`src/plmw_ram.sv`:
```
// Generic single write, single read RAM with registered read data.
module plmw_ram #(
  parameter int WIDTH = 32,
  parameter int DEPTH = 64
) (
  input  logic                     clk,
  input  logic                     we,
  input  logic [$clog2(DEPTH)-1:0] wa,
  input  logic [WIDTH-1:0]         wd,
  input  logic                     re,
  input  logic [$clog2(DEPTH)-1:0] ra,
  output logic [WIDTH-1:0]         rd
);

  logic [WIDTH-1:0] mem [DEPTH];
  logic [WIDTH-1:0] rd_r;

  always_ff @(posedge clk) begin
    if (we) begin
      mem[wa] <= wd;
    end
    if (re) begin
      rd_r <= mem[ra];
    end
  end

  assign rd = rd_r;

endmodule

```
`config.mk`:
```
export PLATFORM = sky130hd
export DESIGN_NAME = plmw_ram
export DESIGN_NICKNAME = d
export VERILOG_FILES = /design/src/plmw_ram.sv
export SDC_FILE = /design/constraint.sdc
export NUM_CORES = 2
export LEC_CHECK = 0
export CORE_MARGIN = 5
export CORE_UTILIZATION = 30
export CTS_BUF_LIST = sky130_fd_sc_hd__clkbuf_16
export CTS_CLUSTER_SIZE = 20
export DETAILED_ROUTE_END_ITERATION = 8
export DONT_BUFFER_PORTS = 1
export SLEW_MARGIN = 20
export SYNTH_ARGS = -nofsm -noshare
export SYNTH_HDL_FRONTEND = slang
export SYNTH_SLANG_ARGS = --single-unit
```
`constraint.sdc`:
```
create_clock -name clk -period 4.7 [get_ports clk]
set_input_delay 0.47 -clock clk [delete_from_list [all_inputs] [get_ports clk]]
set_output_delay 0.47 -clock clk [all_outputs]
set_load 0.03 [all_outputs]
```
## Yosys cells after proc, flatten, opt, wreduce, memory -nomap -nowiden

Memory sizes are Yosys's and may differ from the RTL's. A register that Yosys moved wholly into a read port is not among the register bits.
Cells that the tools add are included.

| storage, ports and cells | value |
|---|---|
| bits of input ports | 47 |
| output and inout port bits | 32 |
| memories kept | 1 |
| flip-flop bits (word level) | 0 |
| RAM bits | 2048 |

| cells by class | value |
|---|---|
| mux-type cells | 2 |

Memories:

| name | depth | width | read ports | clocked after Yosys merged registers in | wr ports | RTL line | source |
|---|---|---|---|---|---|---|---|
| mem | 64 | 32 | 1 | 1 | 1 | 15 | `logic [WIDTH-1:0] mem [DEPTH];` |

Operator list:

| cell | number |
|---|---|
| 1-bit 2-to-1 mux | 2 |

## Longest topological paths before layout

| logic depth | value |
|---|---|
| depth in word-level cells | 2 |
| depth in mapped cells | 10 |
| mapped depth without buffers | 5 |

## Least setup slack after synthesis

Ideal clock, no wire load.

| path | value |
|---|---|
| path type | in2reg |
| start point | input wa[3] |
| end point | memory mem[48][0], enable pin |
| setup slack | 1070 ps |
| arrival time | 3169 ps |
| library setup time | 461 ps |
| stages on the path | 4 |
| path buffers | 1 |
| cells stage by stage | clkbuf_1 > nor2b_1 > nand4b_1 > nor3_1 |

RTL lines:

| what | RTL line | source |
|---|---|---|
| from (decl) | 8 | `input logic [$clog2(DEPTH)-1:0] wa,` |
| to (decl) | 15 |  |

Straight into the memory's write port.

==> impl_metrics.csv <==
group,metric,value,unit
outcome,status,"complete, no violations",
logic_synthesis,synth_edf_count,2080,
clocking,cts_made_buffers,210,
logic_synthesis,syn-num-nets,3371,
layout,design_area,92000,sq um
worst_setup_path,cp_max_fo,125,
floorplan,die_x,523,microns
place,placed_cell_area,83700,sq um
worst_setup_path,critPathArrivalTime,4640,ps
job,maxCapViolCount,0,
layout,layout_common_cells,"edfxtp_1, mux4_2, clkbuf_16, mux2i_1, buf_4",
timing,fin_setup_tns,0,ps
floorplan,dieArea,273000,sq um
logic_synthesis,ys_warn_count,0,
timing,finalSetupViolations,0,
timing,slew_violations,0,
logic_synthesis,syn_inst,3324,
detailed_routing,drt_iter0_markers,4050,
detailed_routing,drc,0,
worst_setup_path,endpoint_kind,"register",
floorplan,die_h,523,microns
grt,antenna_found_initial,13,
timing,min_period,4070,ps
grt,grt.overflow.total,0,
floorplan,start_util,0.301,
logic_synthesis,synth.area.top_cells,"edfxtp_1, mux4_2, mux2i_1",
timing,rsz0062_at_grt,"no",
clocking,clk_pin_slew,60,ps
pwr,cellLeakagePower,28.2,nW
logic_synthesis,synth_area,78800,sq um
detailed_routing,antenna_left,0,
worst_setup_path,critPathRequiredTime,5270,ps
logic_synthesis,synth-main-ff-cell,"edfxtp_1",
worst_hold_path,hp-class,"primary input to register",
pwr,power_density,425,nW/um^2
worst_setup_path,cp-start-kind,"primary input",
logic_synthesis,synth.yosys.seq_area_share,0.792,
layout,drive_gt1_frac,0.280,
timing,worst_slew_pin_slew,1250,ps
floorplan,rows,188,
detailed_routing,dr.pass1.iters,7,
clocking,cts_tree,"built",
timing,fmax,246,MHz
grt,grt_max_degree,514,
place,portBuffers,0,
pwr,ir_drop,0.423,mV
place,post-dp-hpwl,112,mm
logic_synthesis,synth_top_cell_by_area,"edfxtp_1",
worst_setup_path,crit_type,"primary input to register",
logic_synthesis,synth.distinct_cells,33,
floorplan,core,262000,sq um
logic_synthesis,netlist.area_leader.share,0.792,
logic_synthesis,ys_ff_latch,2080,
layout,final_common_cell,"edfxtp_1",
clocking,clockBufferDepth,3,
clocking,cts.sinks,2080,
layout,final_nets,3573,
floorplan,ios,79,
detailed_routing,wl_per_cell,28.6,microns
timing,hold_violations,0,
layout,syn2layout_area_growth,16.7,%
place,place_congestion,0.756,
detailed_routing,vias_per_cell,5.05,
clocking,postCtsResizedCells,0,
logic_synthesis,synth_area_per_cell,23.7,sq um
detailed_routing,vias,36400,
clocking,cts_max_level,4,
clocking,worstSkewPairLatency,850,ps
clocking,ctsRootBufferMaster,"clkbuf_16",
grt,grt_pass1_vias,37300,
detailed_routing,wl,206,mm
grt,grt_usage,0.149,
grt,grt_pass1_wl,290,mm
timing,finClkSkew,37.7,ps
timing,relSlewSlack,0.165,
logic_synthesis,async_flop_share,0,
timing,min_period_over_period,0.865,
## synthesized netlist by cell type, types with 2 or more instances
| master | count |
|---|---|
| buf_1 | 21 |
| nand2_1 | 26 |
| o221ai_1 | 27 |
| nand2b_1 | 8 |
| buf_2 | 57 |
| clkbuf_1 | 74 |
| edfxtp_1 | 2080 |
| o32ai_1 | 4 |
| nor2_1 | 137 |
| a21oi_1 | 62 |
| nor2b_1 | 15 |
| or3b_1 | 2 |
| a41o_1 | 4 |
| mux2i_1 | 93 |
| a311oi_1 | 8 |
| or3_1 | 3 |
| buf_6 | 5 |
| o22ai_1 | 84 |
| nor3_1 | 7 |
| and2_1 | 2 |
| nand3b_1 | 5 |
| and3_1 | 4 |
| a22oi_1 | 12 |
| buf_4 | 25 |
| or3b_2 | 3 |
| nand3_1 | 5 |
| mux4_2 | 544 |
| nand4_1 | 2 |
## kinds of logic (layout without fill, tap and decap cells)
family | Yosys count | count (layout) | share of synthesized area
compound gates | 202 | 202 | 0.0167
buf+inv | 182 | 556 | 0.0112
flops | 2080 | 2080 | 0.792
mux | 637 | 637 | 0.167
other cells | 0 | 4 | 0
simple gates | 223 | 223 | 0.0126
## worst paths after layout
path	slack [ps]	cells past startpoint	endpoint	startpoint
max reg2reg	2240	5	rd[1]	mem[42][1]
min	40	1	mem[54][13]	wd[13]
max	630	7	rd[6]	ra[0]
min reg2reg	840	4	rd[20]	mem[28][20]
## per-stage QoR
step	cells	worst slack, ps	total power, mW	hold slack, ps	utilization
floorplan	3324	1070	22.1	569	-
global placement	6757	1580	22.2	585	0.319
detailed placement	6757	1580	22.2	586	0.319
CTS	7208	2210	39.2	4.39	0.351
global route	7214	334	40.3	4.76	0.351
finish	7217	634	39.1	36.8	0.351
## report_power, final
| group | total [mW] | leakage (nW) | internal [mW] | switching, mW |
|---|---|---|---|---|
| clock network | 16.6 | 3.55 | 9.63 | 6.98 |
| registers | 20.7 | 18.7 | 20.6 | 0.141 |
| logic | 1.73 | 5.86 | 0.723 | 1.00 |
| total | 39.1 | 28.2 | 30.9 | 8.13 |
## cell type report
type / count / area (sq um)
fill: 23900 / 170000
sequential: 2080 / 62500
multi-input combinational: 1062 / 16000
clock buffer: 213 / 5330
tap: 3515 / 4400
timing repair buffer: 172 / 2250
clock inverter: 171 / 1580
antenna: 4 / 10.0
## state kept, by name, indices dropped and copies added (netlist names)
name,flops
rd,32
mem,2048
## timing repair
action                                  4_1_cts  5_1_grt
endpoints found under the setup margin        0        0
hold buffers                                 67        0
hold endpoints to repair                   2112        0
buffers inserted                              0        0
## metal layers
layer	share of wire	up-vias	global-route usage
met5	0.00016	-	0
met3	0.085	328	0.0396
met4	0.039	6	0.0567
li1	-	14700	-
met2	0.49	1524	0.243
met1	0.39	19800	0.193
## critical path, cell delays in order
cell and delay (ps):
buf_16 570, buf_16 590, buf_16 700, mux4_2 610
mux4_2 510, o22ai_1 570, nor2_1 120
Power figures use the tool's default switching activity.
