**src/plmw_pkg.sv**
```systemverilog
// Package for the piecewise linear mass warp: sizes, codes, state and divider types.
package plmw_pkg;

  localparam int MAX_ANCHORS     = 64;
  localparam int IDX_W           = $clog2(MAX_ANCHORS);
  localparam int CNT_W           = IDX_W + 1;
  localparam int MASS_W          = 32;
  localparam int SLOPE_W         = 32;
  localparam int SLOPE_FRAC_BITS = 24;
  localparam int ANC_W           = 2 * MASS_W;

  // dividend is |dy| << 24 plus |dx| / 2, one bit wider for the carry
  localparam int DVD_W      = MASS_W + SLOPE_FRAC_BITS + 1;
  localparam int DIV_STEPS  = DVD_W;
  localparam int DIV_CNT_W  = $clog2(DIV_STEPS + 1);

  localparam logic [SLOPE_W-1:0] SLOPE_ONE = SLOPE_W'(1) << SLOPE_FRAC_BITS;
  localparam logic [SLOPE_W-1:0] SLOPE_MAX = {1'b0, {(SLOPE_W-1){1'b1}}};
  localparam logic [SLOPE_W-1:0] SLOPE_MIN = {1'b1, {(SLOPE_W-1){1'b0}}};

  typedef enum logic [1:0] {
    MODE_CLEAR  = 2'd0,
    MODE_APPEND = 2'd1,
    MODE_WARP   = 2'd2,
    MODE_NOP    = 2'd3
  } plmw_mode_t;

  typedef enum logic [3:0] {
    S_IDLE,
    S_APPEND,
    S_DIV,
    S_WARP,
    S_WALK,
    S_WALK_CMP,
    S_SEG_RD,
    S_MUL,
    S_ADD
  } plmw_state_t;

  typedef struct packed {
    logic              done;
    logic              ovf;
    logic [MASS_W-1:0] quot;
  } plmw_div_res_t;

endpackage

```
**src/plmw_div.sv**
```systemverilog
// Restoring divider for the segment slope, one quotient bit per cycle.
module plmw_div import plmw_pkg::*; (
  input  logic               clk,
  input  logic               rst_n,
  input  logic               start,
  input  logic [DVD_W-1:0]   dividend,
  input  logic [MASS_W-1:0]  divisor,
  output plmw_div_res_t      res
);

  logic [DVD_W-1:0]     dvd_r;
  logic [MASS_W-1:0]    dsr_r;
  logic [MASS_W-1:0]    rem_r;
  logic [MASS_W-1:0]    quot_r;
  logic                 ovf_r;
  logic                 run_r;
  logic                 done_r;
  logic [DIV_CNT_W-1:0] cnt_r;

  logic [MASS_W:0] shifted;
  logic [MASS_W:0] trial;
  logic            qbit;

  assign shifted = {rem_r, dvd_r[DVD_W-1]};
  assign trial   = shifted - {1'b0, dsr_r};
  assign qbit    = ~trial[MASS_W];

  always_ff @(posedge clk) begin
    if (!rst_n) begin
      run_r  <= 1'b0;
      done_r <= 1'b0;
      cnt_r  <= '0;
    end else begin
      done_r <= 1'b0;
      if (start) begin
        run_r <= 1'b1;
        cnt_r <= DIV_CNT_W'(DIV_STEPS);
      end else if (run_r) begin
        cnt_r <= cnt_r - 1'b1;
        if (cnt_r == DIV_CNT_W'(1)) begin
          run_r  <= 1'b0;
          done_r <= 1'b1;
        end
      end
    end
  end

  always_ff @(posedge clk) begin
    if (start) begin
      dvd_r  <= dividend;
      dsr_r  <= divisor;
      rem_r  <= '0;
      quot_r <= '0;
      ovf_r  <= 1'b0;
    end else if (run_r) begin
      dvd_r  <= {dvd_r[DVD_W-2:0], 1'b0};
      rem_r  <= qbit ? trial[MASS_W-1:0] : shifted[MASS_W-1:0];
      quot_r <= {quot_r[MASS_W-2:0], qbit};
      // a bit pushed out of the top means the quotient is past 32 bits
      ovf_r  <= ovf_r | quot_r[MASS_W-1];
    end
  end

  assign res.done = done_r;
  assign res.ovf  = ovf_r;
  assign res.quot = quot_r;

endmodule

```
**config.mk**
```make
export PLATFORM = sky130hd
export DESIGN_NAME = plmw_div
export DESIGN_NICKNAME = d
export VERILOG_FILES = /design/src/plmw_pkg.sv /design/src/plmw_div.sv
export SDC_FILE = /design/constraint.sdc
export NUM_CORES = 1
export LEC_CHECK = 0
export ABC_CLOCK_PERIOD_IN_PS = 3100
export BUFFER_PORTS_ARGS = -buffer_cell sky130_fd_sc_hd__buf_2
export CORE_MARGIN = 2
export CORE_UTILIZATION = 45
export DETAILED_ROUTE_END_ITERATION = 7
export PLACE_DENSITY = 0.67
export SYNTH_ARGS = -nofsm -noshare
export SYNTH_HDL_FRONTEND = slang
export SYNTH_SLANG_ARGS = --single-unit
```
**constraint.sdc**
```tcl
create_clock -name clk -period 3.1 [get_ports clk]
set_clock_uncertainty 0.2 [all_clocks]
set_input_delay 0.31 -clock clk [delete_from_list [all_inputs] [get_ports clk]]
set_output_delay 0.31 -clock clk [all_outputs]
set_load 0.02 [all_outputs]
```
======== Word-level counts from Yosys, hierarchy flattened ========
Index checks and enable logic that the tools add are counted.
word-level totals
  flip-flop bits (word level) ............. 162
  latch bits .............................. 0
  RAM bits ................................ 0
  bits in read-only memories .............. 0
  memories kept ........................... 0
operators by class
  add/subtract/negate cells ............... 2
  multiply operators ...................... 0
  div/mod/pow operators ................... 0
  $lt $le $gt $ge ......................... 0
  equality and inequality tests ........... 1
  shift operators ......................... 0
  mux-type cells .......................... 9
  bitwise logic cells ..................... 4
  reductions and logical operators ........ 3
operators by type and width
  cell                                                                    number
  57-bit two-way mux                                                      2
  33-bit by 32-bit subtractor with 33-bit output                          1
  32-bit two-way mux                                                      1
  6-bit two-way mux                                                       2
  6-bit by 1-bit equality test with 1-bit output (second input constant)  1
  6-bit by 1-bit subtractor with 6-bit output (second input constant)     1
  1-bit two-way mux                                                       4
  1-bit inverter                                                          3
  3-bit OR reduction                                                      1
  2-bit nonzero test                                                      1
  2-bit OR reduction                                                      1
  1-bit OR                                                                1

======== Longest topological paths before layout ========
Gate-level depths: netlist of the first run.
  depth in word-level cells ............... 4
  mapped depth ............................ 15
  mapped depth without buffers ............ 13

======== Worst setup path before layout of the first run ========
Ideal clock, no wire load.
  path type ............................... reg-to-reg
  start point ............................. register dsr_r[1]
  end point ............................... register rem_r[31]
  arrival time ............................ 2958 ps
  required time ........................... 2778 ps
  setup slack ............................. -180 ps
  cell stages (with the launch flop) ...... 13
  buffers on the path ..................... 0
  period minus slack after synthesis ...... 3280 ps
  cells stage by stage .................... edfxtp_1 inv_1 ha_1 nor2b_1 o31a_1 a31o_1 or3_1 a311oi_1 nor2_1 a41oi_1 mux2i_1 a2111oi_0 a311o_1
on the way
  word-level cells in the longest chain between the ends .. 2
ends and longest elaborated chain
  item                                            line            text
  start, declared                                 plmw_div.sv:12  logic [MASS_W-1:0] dsr_r;
  start signal, assigned                          plmw_div.sv:51  dsr_r <= divisor;
  33-bit by 32-bit subtractor with 33-bit output  plmw_div.sv:25  assign trial = shifted - {1'b0, dsr_r};
  32-bit two-way mux                              plmw_div.sv:57  rem_r <= qbit ? trial[MASS_W-1:0] : shifted[MASS_W-1:0];
  end signal, assigned                            plmw_div.sv:57
  end, declared                                   plmw_div.sv:13  logic [MASS_W-1:0] rem_r;
Every way passes these cells.
A chain may end at the register's enable or synchronous reset.

======== Worst setup path after layout of the first run ========
  start point ............................. register dvd_r[56]
  end point ............................... register rem_r[1]
on the way
  word-level cells in the longest chain between the ends .. 2
ends and longest elaborated chain
  item                                            line            text
  start, declared                                 plmw_div.sv:11  logic [DVD_W-1:0] dvd_r;
  start signal, assigned                          plmw_div.sv:50  dvd_r <= dividend;
  start signal, assigned                          plmw_div.sv:56  dvd_r <= {dvd_r[DVD_W-2:0], 1'b0};
  33-bit by 32-bit subtractor with 33-bit output  plmw_div.sv:25
  32-bit two-way mux                              plmw_div.sv:57
Every way passes these cells.

==> results of run 1 <==
[through the flow]
step	instances	hold WS (ns)	setup WS, ns
6_report	1252	0.1388	-0.2838
5_1_grt	1252	0.1570	-0.4226
4_1_cts	1246	0.08382	-0.2402
3_5_place_dp	1115	0.2705	-0.2177
3_3_place_gp	1115	0.2869	-0.1354
2_1_floorplan	739	0.2089	-0.06039
[layout make-up]
type / instances / area [µm²] / area share [%]
Sequential cell: 162 / 4138 / 36.19
Multi-Input combinational cell: 494 / 4004 / 35.02
Timing Repair Buffer: 293 / 2260 / 19.77
Clock buffer: 17 / 425.4 / 3.721
Tap cell: 225 / 281.5 / 2.463
Inverter: 46 / 172.7 / 1.510
Clock inverter: 15 / 151.4 / 1.324
[state kept, by name, indices dropped and copies added (netlist names)]
| name | cells |
|---|---|
| dsr_r | 32 |
| ovf_r | 1 |
| dvd_r | 57 |
| quot_r | 32 |
| rem_r | 32 |
| done_r | 1 |
| cnt_r | 6 |
| run_r | 1 |
[logic make-up after synthesis]
kind of cell,after synthesis,synth area share [%]
flip-flops,162,51.38
adder cells (fa/ha/maj),35,5.537
AO/OA/AOI/OAI,133,12.12
XOR/XNOR,33,3.686
buffers and inverters,83,4.137
multiplexers,89,11.94
AND/OR/NAND/NOR,204,11.20
[power by group through the flow]
stage               Sequential [mW]  Clock (mW)  Combinational [mW]
floorplan                      2.57           0               0.852
global placement               2.58           0                1.24
detailed placement             2.59           0                1.26
CTS                            2.54        2.11                1.47
global route                   2.57        2.20                1.83
finish                         2.55        2.06                1.69
[path summary, 6_finish.rpt]
| check | endpoint | startpoint | cells after the start |
|---|---|---|---|
| worst max register to register | rem_r[1]$_SDFFE_PP0P_ | dvd_r[56]$_DFFE_PP_ | 15 |
| worst min-delay path | quot_r[0]$_SDFFE_PP0P_ | start | 2 |
| worst min register to register | ovf_r$_SDFFE_PP0P_ | ovf_r$_SDFFE_PP0P_ | 2 |
| worst max-delay path | rem_r[1]$_SDFFE_PP0P_ | dvd_r[56]$_DFFE_PP_ | 15 |
[cell usage after synthesis, types with 3 or more instances]
master	instances	share of area (%)
xnor2_1	21	2.3
mux2_2	56	7.8
a311oi_1	24	2.6
xor2_1	11	1.2
nor2b_1	7	0.54
dfxtp_1	73	18
buf_4	5	0.47
a21boi_0	4	0.37
and2_1	4	0.31
clkbuf_1	24	1.1
inv_1	45	2.1
or4_1	3	0.28
o21a_1	6	0.56
o31ai_1	4	0.37
edfxtp_1	89	33
o211ai_1	4	0.37
a21oi_1	27	1.7
o21ai_0	13	0.81
and3_1	4	0.31
o21bai_1	3	0.28
nand3_1	7	0.44
buf_1	6	0.28
nor3_1	8	0.50
nand2_1	74	3.5
a21o_1	22	2.1
ha_1	34	5.3
nand4_1	8	0.62
nor2_1	76	3.5
a41oi_1	3	0.33
a211oi_1	6	0.56
mux2i_1	33	4.1
[timing repair]
action | 4_1_cts | 5_1_grt
resized for setup | 18 | 72
endpoints found under the hold margin | 94 | 0
setup buffers | 8 | 4
pin swaps | 16 | 41
endpoints found under the setup margin | 33 | 33
hold buffers | 90 | 0
gates cloned | 1 | 2
[per-layer routing]
| metal | GRT usage (%) | part of all wire (%) |
|---|---|---|
| met2 | 34.49 | 50 |
| met5 | 0 | 0 |
| met3 | 4.599 | 4.3 |
| met1 | 26.41 | 44 |
| met4 | 6.803 | 1.5 |
==> run metrics, run 1 <==
DRC violations left 0; drt wl/cell 15.50 µm; clk sink count roughly 160; Post-Route WL 19410 µm; vias in the first global route 6444; via count roughly 6500; Area Growth Syn to Fin 42.10%; Initial Util between 40% and 50%; status complete, but fails checks; 1st-iter DRT viols between 400 and 500; largest vdd supply drop 425.3 µV; overall power around 6.3 mW; layout cell share with drive strength beyond 1 a little over a third; crit path max-delay cell type or4_4; ys flop type edfxtp_1; Final WS setup -0.2838 ns; RePlAce Congestion around 0.83; Rows 48; cell area power density ~550 nW/µm²; Synth Net Count just under 900; count of input and output buffers around 130; first-pass GRT wire length slightly above 30000 µm; part of the power in registers between 40% and 50%; area of the mapped netlist 8045 µm²; final hold violation count 0; Syn Inst Count between 700 and 800; final setup TNS -6.507 ns; CP Data Required Time 3.23 ns; Die Span Y between 100 and 150 µm; Final Net Count approximately 1100; Finished Cell Area between 10000 and 15000 µm²; Psw about 1.9 mW; maxcap violations 0; crit path max fanout 7; Fmax 295.5 MHz; Clock transition at path regs approximately 0.07 ns; Cell Chain, Critical Path inv_1, ha_2, fa_2, nor2b_1, o21a_1, o21ai_2, a2111oi_4, o31ai_2, a21o_1, a31oi_4, buf_6, xnor2_4, buf_6, or4_4, o311ai_1; post-synthesis cell type count 58; Final ANT Viol Nets 0; Die Span X between 100 and 150 µm; buffers plus inverters on the worst setup path 3; final core utilization roughly 66%; Seq/Total Area, Yosys between 50% and 60%; initial antenna violation count 0; Yosys warning total 0; HP Class input port to register; Clock power frac 32.7%; CTS H-tree depth 4; ant diodes 0; Top delay family on crit path compound AO/OA/AOI/OAI gates; Sw Share between 20 and 30%; # IOs between 100 and 150; CTS tree yes; Tmin final 3.384 ns; Logic pwr share ~27%; placed wire-length estimate roughly 12000 µm; later-pin clock latency in the skew report approximately 0.43 ns; area of placed instances 9403 µm²; Post-synth EDFFs 89; Worst EP arrival between 3 and 4 ns; total grt overflow 0; Filler Cell Count between 1000 and 1500; Syn Area/Cell approximately 11 µm²; total internal power between 4 and 5 mW; synthesized flop and latch total between 150 and 200; RSZ-0062 raised after global routing true; CP Launch Type register; max-slew violations 0; Max clock buf depth 2; asr flop ratio synth 0%; die area roughly 19000 µm²; FF-to-FF setup slack -0.28 ns; Vias per Instance slightly above 5; largest net degree at the start of global routing 60; # setup viols final 33; CTS root buffer clkbuf_16; most frequent cells in the layout buf_2 (124), dlygate4sd3_1 (90), edfxtp_1 (89); core outline area between 15000 and 20000 µm²; final period utilization 109.2%; Rel. slew slack 52.80%; CP peak stage delay roughly 0.4 ns; total track usage a little over 20%; most common cell after layout, fill and taps aside buf_2; nature of the critical path endpoint register; Crit Path Class register to register; most frequent CP cell buf_6; failing checks negative setup slack; measured slew at the worst slew-check pin between 0.7 and 0.8 ns; Leak just under 5 nW; Initial DRT Pass Iterations 4; Num CTS Buffers 17
Power figures use the tool's default switching activity.
==> run 2, diff against run 1 <==
--- a/config.mk
+++ b/config.mk
@@ -5,6 +5,7 @@
 export SDC_FILE = /design/constraint.sdc
 export NUM_CORES = 1
 export LEC_CHECK = 0
+export ABC_AREA = 1
 export ABC_CLOCK_PERIOD_IN_PS = 3100
 export BUFFER_PORTS_ARGS = -buffer_cell sky130_fd_sc_hd__buf_2
 export CORE_MARGIN = 2
==> run metrics, run 2 <==
RSZ-0062 raised after global routing false; DRC violations left 0; part of the power in registers between 40% and 50%; final hold violation count 0; Yosys warning total 0; Vias per Instance 4.650; post-synthesis cell type count 40; Most flops, register dvd_r; max-slew violations 0; asr flop ratio synth 0%; initial antenna violation count 0; final setup TNS 0 ns; vias in the first global route 7643; area of the mapped netlist 8899 µm²; # setup viols final 0; Area Growth Syn to Fin 26.53%; top cells by area, synth edfxtp_1 (30%), nand2_1 (23%), dfxtp_1 (16%), inv_1 (8.8%), ha_1 (4.8%); CP Data Required Time about 3.3 ns; clk sink count 162; Psw around 1.4 mW; Crit Path Class register to register; layout cell share with drive strength beyond 1 14.15%; total internal power ~3.7 mW; Post-synth EDFFs 89; maxcap violations 0; Num CTS Buffers 17; measured slew at the worst slew-check pin about 0.92 ns; nature of the critical path endpoint register; status complete, no violations; synthesized flop and latch total ~160; Initial DRT Pass Iterations 5; Clock transition at path regs ~0.070 ns; Clock power frac about 41%; crit path max fanout 17; Tmin final approximately 2.7 ns; Yosys top cell by area edfxtp_1; top post-synthesis cells by count nand2_1 (542), inv_1 (208), edfxtp_1 (89); CP Launch Type register; Die Span X between 100 and 150 µm; cell area power density 451.8 nW/µm²; total track usage between 20% and 30%; Die Span Y around 140 µm; largest net degree at the start of global routing 57; count of input and output buffers between 100 and 150; Syn Inst Count about 1200; ys flop type edfxtp_1; Synth top area share 30.03%; Final Net Count around 1600; Syn Area/Cell around 7.3 µm²; post_cts resized 0; Logic pwr share 11.1%; final core utilization 57.85%; RePlAce Congestion ~0.95; most frequent cells in the layout nand2_1 (542), inv_1 (207), buf_2 (124); CTS H-tree depth 4; Filler Cell Count approximately 1800; Initial Util a little under half; CTS root buffer clkbuf_16; Seq/Total Area, Yosys 46.46%; most frequent cell after synthesis nand2_1; FF-to-FF setup slack approximately 0.39 ns; most common cell after layout, fill and taps aside nand2_1; core outline area around 20000 µm²; Max clock buf depth 2; final period utilization between 80% and 90%; overall power roughly 5.1 mW; die area around 21000 µm²; Worst EP arrival roughly 2.9 ns; Leak roughly 5.9 nW; via count 7938; HP Class input port to register; ant diodes 0; first-pass GRT wire length between 30000 and 40000 µm; Rel. slew slack around two fifths; # IOs 126; Rows 51; placed wire-length estimate approximately 15000 µm; max FFs per register 57; CTS tree yes; Post-CTS Setup Inserts 0; Final ANT Viol Nets 0; total grt overflow 0; Post-Route WL between 20000 and 25000 µm; Synth Net Count 1346; later-pin clock latency in the skew report roughly 0.44 ns; 1st-iter DRT viols just under 500; Fmax 369.2 MHz; hold-fix buffer count after cts 89; Sw Share 26.80%; largest vdd supply drop 335.5 µV; drt wl/cell approximately 13 µm
==> run 2: changes by cell type after synthesis, moves of 19 or more <==
cell	change
mux2i_1	-33
nand2_1	+468
nand2_2	+22
mux2_2	-56
nand3_1	+37
a311oi_1	-24
inv_1	+163
xnor2_1	-19
o22ai_1	+30
nor2_1	-19
a21o_1	-20
==> run 2: power by group through the flow <==
stage	clock, mW	sequential, mW	combinational (mW)
detailed placement	0	2.49	0.469
global placement	0	2.49	0.464
finish	2.08	2.45	0.564
floorplan	0	2.48	0.312
global route	2.21	2.46	0.639
CTS	2.11	2.45	0.558
==> run 2: path summary, 6_finish.rpt <==
check	from	end	cells past startpoint
worst max-delay path	dsr_r[0]$_DFFE_PP_	rem_r[13]$_SDFFE_PP0P_	18
worst min-delay path	dividend[3]	dvd_r[3]$_DFFE_PP_	3
worst max register to register	dsr_r[0]$_DFFE_PP_	rem_r[13]$_SDFFE_PP0P_	18
worst min register to register	rem_r[9]$_SDFFE_PP0P_	rem_r[9]$_SDFFE_PP0P_	2
==> run 2: metrics by stage <==
| stage | cells | setup slack, ns | area, µm² | hold WS (ns) |
|---|---|---|---|---|
| global placement | 1586 | 0.4771 | 9782 | 0.2501 |
| finish | 1707 | 0.3912 | 11260 | 0.02236 |
| detailed placement | 1586 | 0.3871 | 9782 | 0.2616 |
| floorplan | 1219 | 0.7646 | 8900 | 0.2089 |
| CTS | 1707 | 0.3908 | 11260 | 0.01033 |
| global route | 1707 | 0.1760 | 11260 | 0.02552 |
==> run 2: critical path, stage by stage, from the launching register on <==
cell      delay (ns)
edfxtp_1        0.38
ha_1            0.22
fa_1            0.41
inv_1           0.09
nand2_1         0.05
nand2_1         0.07
nand3_1         0.08
nand2_2         0.10
nand2_2         0.06
nand2_2         0.08
nand2_2         0.08
nand2_2         0.08
nand2_2         0.08
nand2_4         0.20
buf_12          0.21
nand2_1         0.06
nand2_1         0.06
nand2_1         0.05
nand2_1         0.07
==> run 2: cells by family after synthesis <==
logic type / after synthesis / synth area share (%)
XOR/XNOR: 17 / 1.673
adder cells (fa/ha/maj): 35 / 5.006
buffers and inverters: 245 / 10.98
AO/OA/AOI/OAI: 68 / 4.514
flip-flops: 162 / 46.46
AND/OR/NAND/NOR: 692 / 31.37
==> run 2: routing by layer <==
layer	GRT usage, %	up-vias	part of all wire, %
met4	7.307	0	2.0
met1	28.45	3573	46
li1	-	4158	-
met5	0	-	0
met2	36.87	176	48
met3	4.735	31	4.1
==> run 2: layout make-up <==
class                      instances  area (µm²)  share of cell area, %
tap                              265       331.6                  2.945
sequential                       162        4134                  36.72
clock inverter                    15       161.4                  1.434
inverter                         212       795.8                  7.067
timing repair buffer             224        1619                  14.38
multi-input combinational        812        3792                  33.68
clock buffer                      17       425.4                  3.778
